### src/design/bpc_pkg.sv
// Shared types, constants and register indexes of the button press classifier.
package bpc_pkg;

  // Fixed field widths of the item channels.
  localparam int unsigned FieldW = 4;
  localparam int unsigned TimeW  = 32;

  // Configuration port.
  localparam int unsigned CfgIdxW  = 2;
  localparam int unsigned CfgDataW = 16;

  localparam logic [CfgIdxW-1:0] REG_DEBOUNCE   = 2'd0;
  localparam logic [CfgIdxW-1:0] REG_LONG_PRESS = 2'd1;
  localparam logic [CfgIdxW-1:0] REG_DOUBLE_GAP = 2'd2;

  // Reset values of the configuration registers.
  localparam logic [7:0]  DEF_DEBOUNCE   = 8'd30;
  localparam logic [15:0] DEF_LONG_PRESS = 16'd500;
  localparam logic [15:0] DEF_DOUBLE_GAP = 16'd600;

  localparam int unsigned DEF_NUM_BUTTONS = 4;

  typedef struct packed {
    logic [7:0]  debounce_ms;
    logic [15:0] long_press_ms;
    logic [15:0] double_gap_ms;
  } bpc_cfg_t;

  typedef struct packed {
    logic short_ev;
    logic double_ev;
    logic long_ev;
  } bpc_lane_ev_t;

endpackage

### src/design/bpc_if.sv
// Handshake interfaces for the tick items, result items and configuration writes.
interface bpc_in_if;
  import bpc_pkg::*;
  logic              valid;
  logic              ready;
  logic [FieldW-1:0] raw_pressed;
  logic [FieldW-1:0] cancellable;
  modport source (output valid, output raw_pressed, output cancellable, input ready);
  modport sink   (input valid, input raw_pressed, input cancellable, output ready);
endinterface

interface bpc_out_if;
  import bpc_pkg::*;
  logic              valid;
  logic              ready;
  logic [FieldW-1:0] short_event;
  logic [FieldW-1:0] double_event;
  logic [FieldW-1:0] long_event;
  modport source (output valid, output short_event, output double_event,
                  output long_event, input ready);
  modport sink   (input valid, input short_event, input double_event,
                  input long_event, output ready);
endinterface

interface bpc_cfg_if;
  import bpc_pkg::*;
  logic                valid;
  logic                ready;
  logic [CfgIdxW-1:0]  index;
  logic [CfgDataW-1:0] data;
  modport source (output valid, output index, output data, input ready);
  modport sink   (input valid, input index, input data, output ready);
endinterface

### src/design/bpc_cfg_regs.sv
// Configuration register file of the button press classifier.
module bpc_cfg_regs (
  input  logic             clk_i,
  input  logic             rst_ni,
  bpc_cfg_if.sink          cfg_i,
  output bpc_pkg::bpc_cfg_t cfg_o
);
  import bpc_pkg::*;

  bpc_cfg_t cfg_q, cfg_d;

  assign cfg_i.ready = 1'b1;

  always_comb begin
    cfg_d = cfg_q;
    if (cfg_i.valid) begin
      unique case (cfg_i.index)
        REG_DEBOUNCE:   cfg_d.debounce_ms   = cfg_i.data[7:0];
        REG_LONG_PRESS: cfg_d.long_press_ms = cfg_i.data;
        REG_DOUBLE_GAP: cfg_d.double_gap_ms = cfg_i.data;
        default:        cfg_d = cfg_q;
      endcase
    end
  end

  always_ff @(posedge clk_i or negedge rst_ni) begin
    if (!rst_ni) begin
      cfg_q.debounce_ms   <= DEF_DEBOUNCE;
      cfg_q.long_press_ms <= DEF_LONG_PRESS;
      cfg_q.double_gap_ms <= DEF_DOUBLE_GAP;
    end else begin
      cfg_q <= cfg_d;
    end
  end

  assign cfg_o = cfg_q;

endmodule

### src/design/bpc_lane.sv
// One button lane: debounce, long press detection and short/double release classing.
module bpc_lane (
  input  logic                    clk_i,
  input  logic                    rst_ni,
  input  logic                    advance_i,
  input  logic [bpc_pkg::TimeW-1:0] now_i,
  input  bpc_pkg::bpc_cfg_t       cfg_i,
  input  logic                    raw_i,
  input  logic                    ok_i,
  output bpc_pkg::bpc_lane_ev_t   ev_o
);
  import bpc_pkg::*;

  logic             raw_last_q, raw_last_d;
  logic [TimeW-1:0] edge_time_q, edge_time_d;
  logic             stable_q, stable_d;
  logic [TimeW-1:0] press_time_q, press_time_d;
  logic             long_done_q, long_done_d;
  logic [TimeW-1:0] short_time_q, short_time_d;

  logic [TimeW-1:0] hold;
  logic [TimeW-1:0] since_edge;
  logic             settled;
  logic             long_hit;
  logic             near;

  // A zero long press time falls back to the default.
  assign hold = (cfg_i.long_press_ms == '0) ? TimeW'(DEF_LONG_PRESS)
                                            : TimeW'(cfg_i.long_press_ms);

  assign raw_last_d  = raw_i;
  assign edge_time_d = (raw_i != raw_last_q) ? now_i : edge_time_q;
  assign since_edge  = now_i - edge_time_d;
  assign settled     = since_edge >= TimeW'(cfg_i.debounce_ms);
  assign long_hit    = (now_i - press_time_q) >= hold;
  assign near        = (now_i - short_time_q) <= TimeW'(cfg_i.double_gap_ms);

  always_comb begin
    stable_d     = stable_q;
    press_time_d = press_time_q;
    long_done_d  = long_done_q;
    short_time_d = short_time_q;
    ev_o         = '0;
    if (settled) begin
      priority if (raw_i && !stable_q) begin
        stable_d     = 1'b1;
        press_time_d = now_i;
        long_done_d  = 1'b0;
      end else if (raw_i && stable_q && !long_done_q && long_hit) begin
        long_done_d  = 1'b1;
        ev_o.long_ev = 1'b1;
      end else if (!raw_i && stable_q) begin
        stable_d = 1'b0;
        if (!long_done_q) begin
          // An accepted double forgets the previous release time.
          if (near && ok_i) begin
            ev_o.double_ev = 1'b1;
            short_time_d   = '0;
          end else begin
            ev_o.short_ev  = 1'b1;
            short_time_d   = now_i;
          end
        end
      end else begin
        // The debounced level holds and no long press is due, so nothing changes.
      end
    end
  end

  always_ff @(posedge clk_i or negedge rst_ni) begin
    if (!rst_ni) begin
      raw_last_q   <= 1'b0;
      edge_time_q  <= '0;
      stable_q     <= 1'b0;
      press_time_q <= '0;
      long_done_q  <= 1'b0;
      short_time_q <= '0;
    end else if (advance_i) begin
      raw_last_q   <= raw_last_d;
      edge_time_q  <= edge_time_d;
      stable_q     <= stable_d;
      press_time_q <= press_time_d;
      long_done_q  <= long_done_d;
      short_time_q <= short_time_d;
    end
  end

endmodule

### src/design/bpc_merge.sv
// Gathers the lane events into the result fields and holds them in the output register.
module bpc_merge #(
  parameter int unsigned NUM_BUTTONS = bpc_pkg::DEF_NUM_BUTTONS
) (
  input  logic                                     clk_i,
  input  logic                                     rst_ni,
  input  logic                                     in_valid_i,
  output logic                                     in_ready_o,
  input  bpc_pkg::bpc_lane_ev_t [NUM_BUTTONS-1:0]  lane_ev_i,
  bpc_out_if.source                                out_o
);
  import bpc_pkg::*;

  logic              valid_q;
  logic [FieldW-1:0] short_d, double_d, long_d;
  logic [FieldW-1:0] short_q, double_q, long_q;
  logic              load;

  // Buttons past the field width never show; missing buttons read zero.
  for (genvar i = 0; i < FieldW; i++) begin : g_field
    if (i < NUM_BUTTONS) begin : g_on
      assign short_d[i]  = lane_ev_i[i].short_ev;
      assign double_d[i] = lane_ev_i[i].double_ev;
      assign long_d[i]   = lane_ev_i[i].long_ev;
    end else begin : g_off
      assign short_d[i]  = 1'b0;
      assign double_d[i] = 1'b0;
      assign long_d[i]   = 1'b0;
    end
  end

  assign in_ready_o = !valid_q || out_o.ready;
  assign load       = in_valid_i && in_ready_o;

  always_ff @(posedge clk_i or negedge rst_ni) begin
    if (!rst_ni) begin
      valid_q <= 1'b0;
    end else if (in_ready_o) begin
      valid_q <= in_valid_i;
    end
  end

  always_ff @(posedge clk_i) begin
    if (load) begin
      short_q  <= short_d;
      double_q <= double_d;
      long_q   <= long_d;
    end
  end

  assign out_o.valid        = valid_q;
  assign out_o.short_event  = short_q;
  assign out_o.double_event = double_q;
  assign out_o.long_event   = long_q;

endmodule

### src/design/button_press_classifier_unit.sv
// Top level of the button press classifier: config registers, button lanes and output stage.
//
//   channel  dir  carries
//   in_i     in   raw_pressed, cancellable (one millisecond tick per item)
//   out_o    out  short_event, double_event, long_event (one result per tick)
//   cfg_i    in   index, data (register writes, always ready)
//
// Each tick item is classified combinationally by NUM_BUTTONS lanes in parallel, so one
// item is accepted per cycle unless out_o stalls; its result is registered on the next cycle.
// The 32-bit tick counter and all lane state advance only on an accepted item.
// Input ready drops only while a result waits in the output register and out_o is stalled.
// Reset restores the default timings and clears the counter and all lane state at once.
module button_press_classifier_unit #(
  parameter int unsigned NUM_BUTTONS = bpc_pkg::DEF_NUM_BUTTONS
) (
  input  logic      clk_i,
  input  logic      rst_ni,
  bpc_in_if.sink    in_i,
  bpc_out_if.source out_o,
  bpc_cfg_if.sink   cfg_i
);
  import bpc_pkg::*;

  bpc_cfg_t                           cfg;
  bpc_lane_ev_t [NUM_BUTTONS-1:0]     lane_ev;
  logic         [TimeW-1:0]           tick_q;
  logic                               accept;

  assign accept = in_i.valid && in_i.ready;

  bpc_cfg_regs u_cfg (
    .clk_i  (clk_i),
    .rst_ni (rst_ni),
    .cfg_i  (cfg_i),
    .cfg_o  (cfg)
  );

  always_ff @(posedge clk_i or negedge rst_ni) begin
    if (!rst_ni) begin
      tick_q <= '0;
    end else if (accept) begin
      tick_q <= tick_q + TimeW'(1);
    end
  end

  for (genvar b = 0; b < NUM_BUTTONS; b++) begin : g_lane
    logic raw;
    logic ok;
    if (b < FieldW) begin : g_in
      assign raw = in_i.raw_pressed[b];
      assign ok  = in_i.cancellable[b];
    end else begin : g_none
      assign raw = 1'b0;
      assign ok  = 1'b0;
    end

    bpc_lane u_lane (
      .clk_i     (clk_i),
      .rst_ni    (rst_ni),
      .advance_i (accept),
      .now_i     (tick_q),
      .cfg_i     (cfg),
      .raw_i     (raw),
      .ok_i      (ok),
      .ev_o      (lane_ev[b])
    );
  end

  bpc_merge #(
    .NUM_BUTTONS (NUM_BUTTONS)
  ) u_merge (
    .clk_i      (clk_i),
    .rst_ni     (rst_ni),
    .in_valid_i (in_i.valid),
    .in_ready_o (in_i.ready),
    .lane_ev_i  (lane_ev),
    .out_o      (out_o)
  );

  // An accepted tick always leaves a result in the output register.
  a_result_follows: assert property (@(posedge clk_i) disable iff (!rst_ni)
    accept |=> out_o.valid)
    else $error("accepted tick produced no result");

  // The time base moves by exactly one per accepted tick.
  a_tick_step: assert property (@(posedge clk_i) disable iff (!rst_ni)
    accept |=> tick_q == $past(tick_q) + TimeW'(1))
    else $error("tick counter did not step on accept");

  a_tick_hold: assert property (@(posedge clk_i) disable iff (!rst_ni)
    !accept |=> $stable(tick_q))
    else $error("tick counter moved without an accepted tick");

  // A button reports at most one kind of event per tick.
  a_one_kind: assert property (@(posedge clk_i) disable iff (!rst_ni)
    out_o.valid |-> ((out_o.short_event & out_o.double_event) == '0 &&
                     (out_o.short_event & out_o.long_event) == '0 &&
                     (out_o.double_event & out_o.long_event) == '0))
    else $error("button reported more than one event kind");

endmodule

### src/flat_wrapper.sv
// flat-port wrapper written by rule: the top's interface ports become plain ports
module button_press_classifier_unit_flat import bpc_pkg::*;
#(
  parameter int unsigned NUM_BUTTONS = bpc_pkg::DEF_NUM_BUTTONS
)
  (clk_i, rst_ni, in_i_valid, in_i_raw_pressed, in_i_cancellable, in_i_ready, out_o_valid, out_o_short_event, out_o_double_event, out_o_long_event, out_o_ready, cfg_i_valid, cfg_i_index, cfg_i_data, cfg_i_ready);
  bpc_in_if in_i_i ();
  bpc_out_if out_o_i ();
  bpc_cfg_if cfg_i_i ();
  input  logic clk_i;
  input  logic rst_ni;
  input wire logic [$bits(in_i_i.valid)-1:0] in_i_valid;
  input wire logic [$bits(in_i_i.raw_pressed)-1:0] in_i_raw_pressed;
  input wire logic [$bits(in_i_i.cancellable)-1:0] in_i_cancellable;
  output wire logic [$bits(in_i_i.ready)-1:0] in_i_ready;
  output wire logic [$bits(out_o_i.valid)-1:0] out_o_valid;
  output wire logic [$bits(out_o_i.short_event)-1:0] out_o_short_event;
  output wire logic [$bits(out_o_i.double_event)-1:0] out_o_double_event;
  output wire logic [$bits(out_o_i.long_event)-1:0] out_o_long_event;
  input wire logic [$bits(out_o_i.ready)-1:0] out_o_ready;
  input wire logic [$bits(cfg_i_i.valid)-1:0] cfg_i_valid;
  input wire logic [$bits(cfg_i_i.index)-1:0] cfg_i_index;
  input wire logic [$bits(cfg_i_i.data)-1:0] cfg_i_data;
  output wire logic [$bits(cfg_i_i.ready)-1:0] cfg_i_ready;
  assign in_i_i.valid = in_i_valid;
  assign in_i_i.raw_pressed = in_i_raw_pressed;
  assign in_i_i.cancellable = in_i_cancellable;
  assign in_i_ready = in_i_i.ready;
  assign out_o_valid = out_o_i.valid;
  assign out_o_short_event = out_o_i.short_event;
  assign out_o_double_event = out_o_i.double_event;
  assign out_o_long_event = out_o_i.long_event;
  assign out_o_i.ready = out_o_ready;
  assign cfg_i_i.valid = cfg_i_valid;
  assign cfg_i_i.index = cfg_i_index;
  assign cfg_i_i.data = cfg_i_data;
  assign cfg_i_ready = cfg_i_i.ready;
  button_press_classifier_unit #(.NUM_BUTTONS(NUM_BUTTONS)) u_core (.clk_i(clk_i), .rst_ni(rst_ni), .in_i(in_i_i), .out_o(out_o_i), .cfg_i(cfg_i_i));
endmodule
### config.mk
export PLATFORM = sky130hd
export DESIGN_NAME = button_press_classifier_unit_flat
export DESIGN_NICKNAME = d
export VERILOG_FILES = /design/src/design/bpc_pkg.sv /design/src/design/bpc_if.sv /design/src/design/bpc_cfg_regs.sv /design/src/design/bpc_lane.sv /design/src/design/bpc_merge.sv /design/src/design/button_press_classifier_unit.sv /design/src/flat_wrapper.sv
export SDC_FILE = /design/constraint.sdc
export NUM_CORES = 2
export LEC_CHECK = 0
export BUFFER_PORTS_ARGS = -buffer_cell sky130_fd_sc_hd__buf_2
export CORE_UTILIZATION = 42
export DETAILED_ROUTE_END_ITERATION = 8
export GPL_TIMING_DRIVEN = 0
export PLACE_DENSITY = 0.59
export SYNTH_ARGS = -nofsm -noshare
export SYNTH_HDL_FRONTEND = slang
export SYNTH_SLANG_ARGS = --single-unit
### constraint.sdc
create_clock -name clk_i -period 7.3 [get_ports clk_i]
set_clock_uncertainty 0.1 [all_clocks]
set_input_delay 1.095 -clock clk_i [delete_from_list [all_inputs] [get_ports clk_i]]
set_output_delay 1.095 -clock clk_i [all_outputs]
set_load 0.01 [all_outputs]
==> flow_metrics.py <==
metrics = {
    "synth": {
        "syn-instance-count": 5975,
        "yosysWarningCount": 0,
        "yosysSeqAreaShare": 0.257,
        "synth_area_um2": 47100,
        "synth-edff-count": 12,
        "synth_cell_types": 101,
        "async_flop_share": 0.975,
        "synth_area_per_cell_um2": 7.88,
        "synth_nets": 6523,
        "ys.flop_type": "dfrtp_1",
        "ys_seq_elements": 481,
    },
    "setup_path": {
        "endpoint_kind": "register",
        "worst-path-buf-inv": 5,
        "crit_slowest_cell": "dfrtp_2",
        "regToRegStartpoint": "u_core.tick_q[4]",
        "cp_data_required_time_ns": 7.79,
        "cp.arrival_ns": 7.73,
        "crit_end": "u_core.g_lane[1].u_lane.short_time_q[11]",
        "worstPathMaxFanout": 12,
        "max_stage_delay_ns": 0.73,
        "path_class": "reg2reg",
        "critPathTopFamily": "simple AND/OR/NAND/NOR gates",
        "crit_chain": "buf_4, inv_2, clkbuf_1, maj3_1, a21oi_1, o21ai_2, xor2_1, ha_1, nand2_1, o21ai_1, nor4_2, or3b_1, nor4_1, nand4b_1, or3_1, or4_1, nor4_2, a31oi_2, buf_4, nand2_4, buf_4, o2bb2ai_1",
        "reg2regPathDepth": 22,
        "rr_endpoint": "u_core.g_lane[1].u_lane.short_time_q[11]",
        "startpoint": "u_core.tick_q[4]",
        "cpMostUsedCell": "buf_4",
        "rrSetupSlack_ns": 0.05,
        "startpoint_type": "register",
        "cp.depth": 22,
    },
    "timing": {
        "rsz0062_at_grt": "false",
        "max_freq_ghz": 0.138,
        "final_max_slew_viol_count": 11,
        "hold_violations": 0,
        "final.min_clock_period_ns": 7.25,
        "tightest_slew_ns": 1.52,
        "finalSetupViolCount": 0,
        "finalSetupTns_ns": 0,
        "period_share": 0.993,
        "whs_ns": 0.268,
        "slew_headroom": -0.0162,
        "worst_slack_ns": 0.0541,
    },
    "clocking": {
        "clockBufferDepth": 3,
        "cts_max_level": 2,
        "cts.sinks": 481,
        "cts_tree": "done",
        "clkTransAtPathRegs_ns": 0.07,
        "clockRootBuffer": "clkbuf_16",
        "cts-hold-fix-buffers": 0,
        "cts_inserted_buffers": 61,
        "clkLatencyLatePin_ns": 0.70,
    },
    "routing": {
        "routed_wirelength_um": 190000,
        "first_iter_violations": 3985,
        "wl_per_cell_um": 24.8,
        "ant_nets": 0,
        "drcViolationCount": 0,
        "via_per_inst": 6.07,
        "via_count": 46441,
        "drt_pass1_iterations": 5,
    },
    "grt": {
        "grt_pass1_vias": 44097,
        "grt_pass1_wl_um": 278000,
        "overflow": 0,
        "grt_usage": 0.328,
        "grt_max_degree": 109,
        "antenna_found_initial": 6,
    },
    "die": {
        "die_y_um": 337,
        "start_util": 0.424,
        "die_area_um2": 114000,
        "die_w_um": 337,
        "ios": 46,
        "core-area_um2": 111000,
        "rows": 122,
    },
    "finish": {
        "mostFrequentLayoutCell": "nand2_1",
        "layout-drive-gt1-share": 0.0710,
        "layout_common_cells": "nand2_1, a21oi_1, ha_1, inv_1, dfrtp_1",
        "nets": 6656,
        "syn_to_final_growth_pct": 10.6,
    },
    "power_and_ir_drop": {
        "cellLeakagePower_nw": 24.4,
        "peakVddDrop_uv": 231,
        "powerDensity_nw_per_um2": 393,
        "power_mw": 20.5,
    },
    "run_status": {
        "violations": "max-capacitance violations, max-slew violations",
        "status": "complete, but fails checks",
    },
    "worst_hold_path": {
        "hp-class": "in2async",
    },
    "place": {
        "gp_congestion": 0.986,
        "dp_hpwl_um": 140000,
        "io_buffers": 44,
        "place_ws_ns": -2.87,
    },
    "run": {
        "cap_violations": 1,
    },
}
## worst min-delay path by stage
stage                                                   startpoint                                        to  slack (ns)  cells past startpoint
after CTS                                                   rst_ni   u_core.g_lane[2].u_lane.short_time_q[4]        0.27                      1
final                                                       rst_ni   u_core.g_lane[2].u_lane.short_time_q[4]        0.27                      1
after detailed placement  u_core.g_lane[0].u_lane.short_time_q[23]  u_core.g_lane[0].u_lane.short_time_q[23]        0.37                      2
after floorplan             u_core.g_lane[1].u_lane.edge_time_q[0]    u_core.g_lane[1].u_lane.edge_time_q[0]        0.35                      2
after global placement      u_core.g_lane[1].u_lane.edge_time_q[0]    u_core.g_lane[1].u_lane.edge_time_q[0]        0.36                      2
after global routing                                        rst_ni   u_core.g_lane[2].u_lane.short_time_q[4]        0.30                      1
## layer usage
metal  vias to the layer above  track usage  wire (µm)
met3                       445       0.0444      13100
li1                      21880            -          -
met5                         -            0         16
met2                      1732        0.525      84400
met1                     22382        0.416      78400
met4                         2        0.208      13800
## cell usage after synthesis, types with 57 or more instances
master	n	area [µm²]
a21o_1	155	1160
a21oi_1	521	2610
a31oi_1	59	369
clkbuf_1	210	788
dfrtp_1	455	11400
ha_1	509	6370
inv_1	438	1640
mux2i_1	134	1340
nand2_1	667	2500
nand2b_1	92	576
nand3_1	147	736
nand4_1	110	688
nor2_1	409	1540
nor2b_1	84	526
nor3_1	84	420
o211ai_1	57	428
o21a_1	66	495
o21ai_0	403	2020
o21ai_1	74	370
o31ai_1	58	435
xnor2_1	188	1650
xor2_1	106	928
## flip-flops by register name, indices dropped and copies added (netlist names)
register / flops
u_core.tick_q: 32
u_core.g_lane.u_lane.edge_time_q: 128
u_core.u_cfg.cfg_o: 40
u_core.u_merge.out_o.short_event: 4
u_core.g_lane.u_lane.long_done_q: 4
u_core.u_merge.out_o.long_event: 4
u_core.g_lane.u_lane.press_time_q: 128
u_core.g_lane.u_lane.raw_last_q: 4
u_core.u_merge.out_o.double_event: 4
u_core.u_merge.out_o.valid: 1
u_core.g_lane.u_lane.stable_q: 4
u_core.g_lane.u_lane.short_time_q: 128
## power breakdown
part	internal (mW)	switching (mW)	total (mW)
clock	1.87	1.37	3.24
sequential	3.22	0.432	3.66
combinational	5.56	8.03	13.6
total	10.7	9.83	20.5
## per-stage QoR
| stage | cell area [µm²] | utilization | instances |
|---|---|---|---|
| after floorplan | 47100 | - | 5975 |
| after global placement | 49200 | 0.443 | 7507 |
| after detailed placement | 49400 | 0.445 | 7516 |
| after CTS | 51900 | 0.467 | 7638 |
| after global routing | 52100 | 0.470 | 7647 |
| final | 52100 | 0.470 | 7652 |
## final cells by class
type                            count  area (µm²)
Antenna cell                        5        12.5
Buffer                            285        1320
Clock buffer                       76        1660
Clock inverter                     38         428
Fill cell                       11161       58900
Inverter                          452        1720
Multi-Input combinational cell   4755       32400
Sequential cell                   481       12200
Tap cell                         1488        1860
Timing Repair Buffer               72         557
## cell families after synthesis
kind of cell | count (synthesis) | synth area share
simple gates | 1854 | 0.186
mux | 189 | 0.0418
fa+ha+maj | 553 | 0.146
other cells | 1 | 0.0000796
compound gates | 1864 | 0.251
xor+xnor | 294 | 0.0547
buf+inv | 739 | 0.0623
flops | 481 | 0.257
## what timing repair did
action,CTS,global route
hold endpoints to repair,0,0
setup endpoints to repair,276,273
buffers inserted,9,10
gates resized for setup,92,59
cloned,0,0
pin swaps,8,6
(Power assumes the default switching activity.)
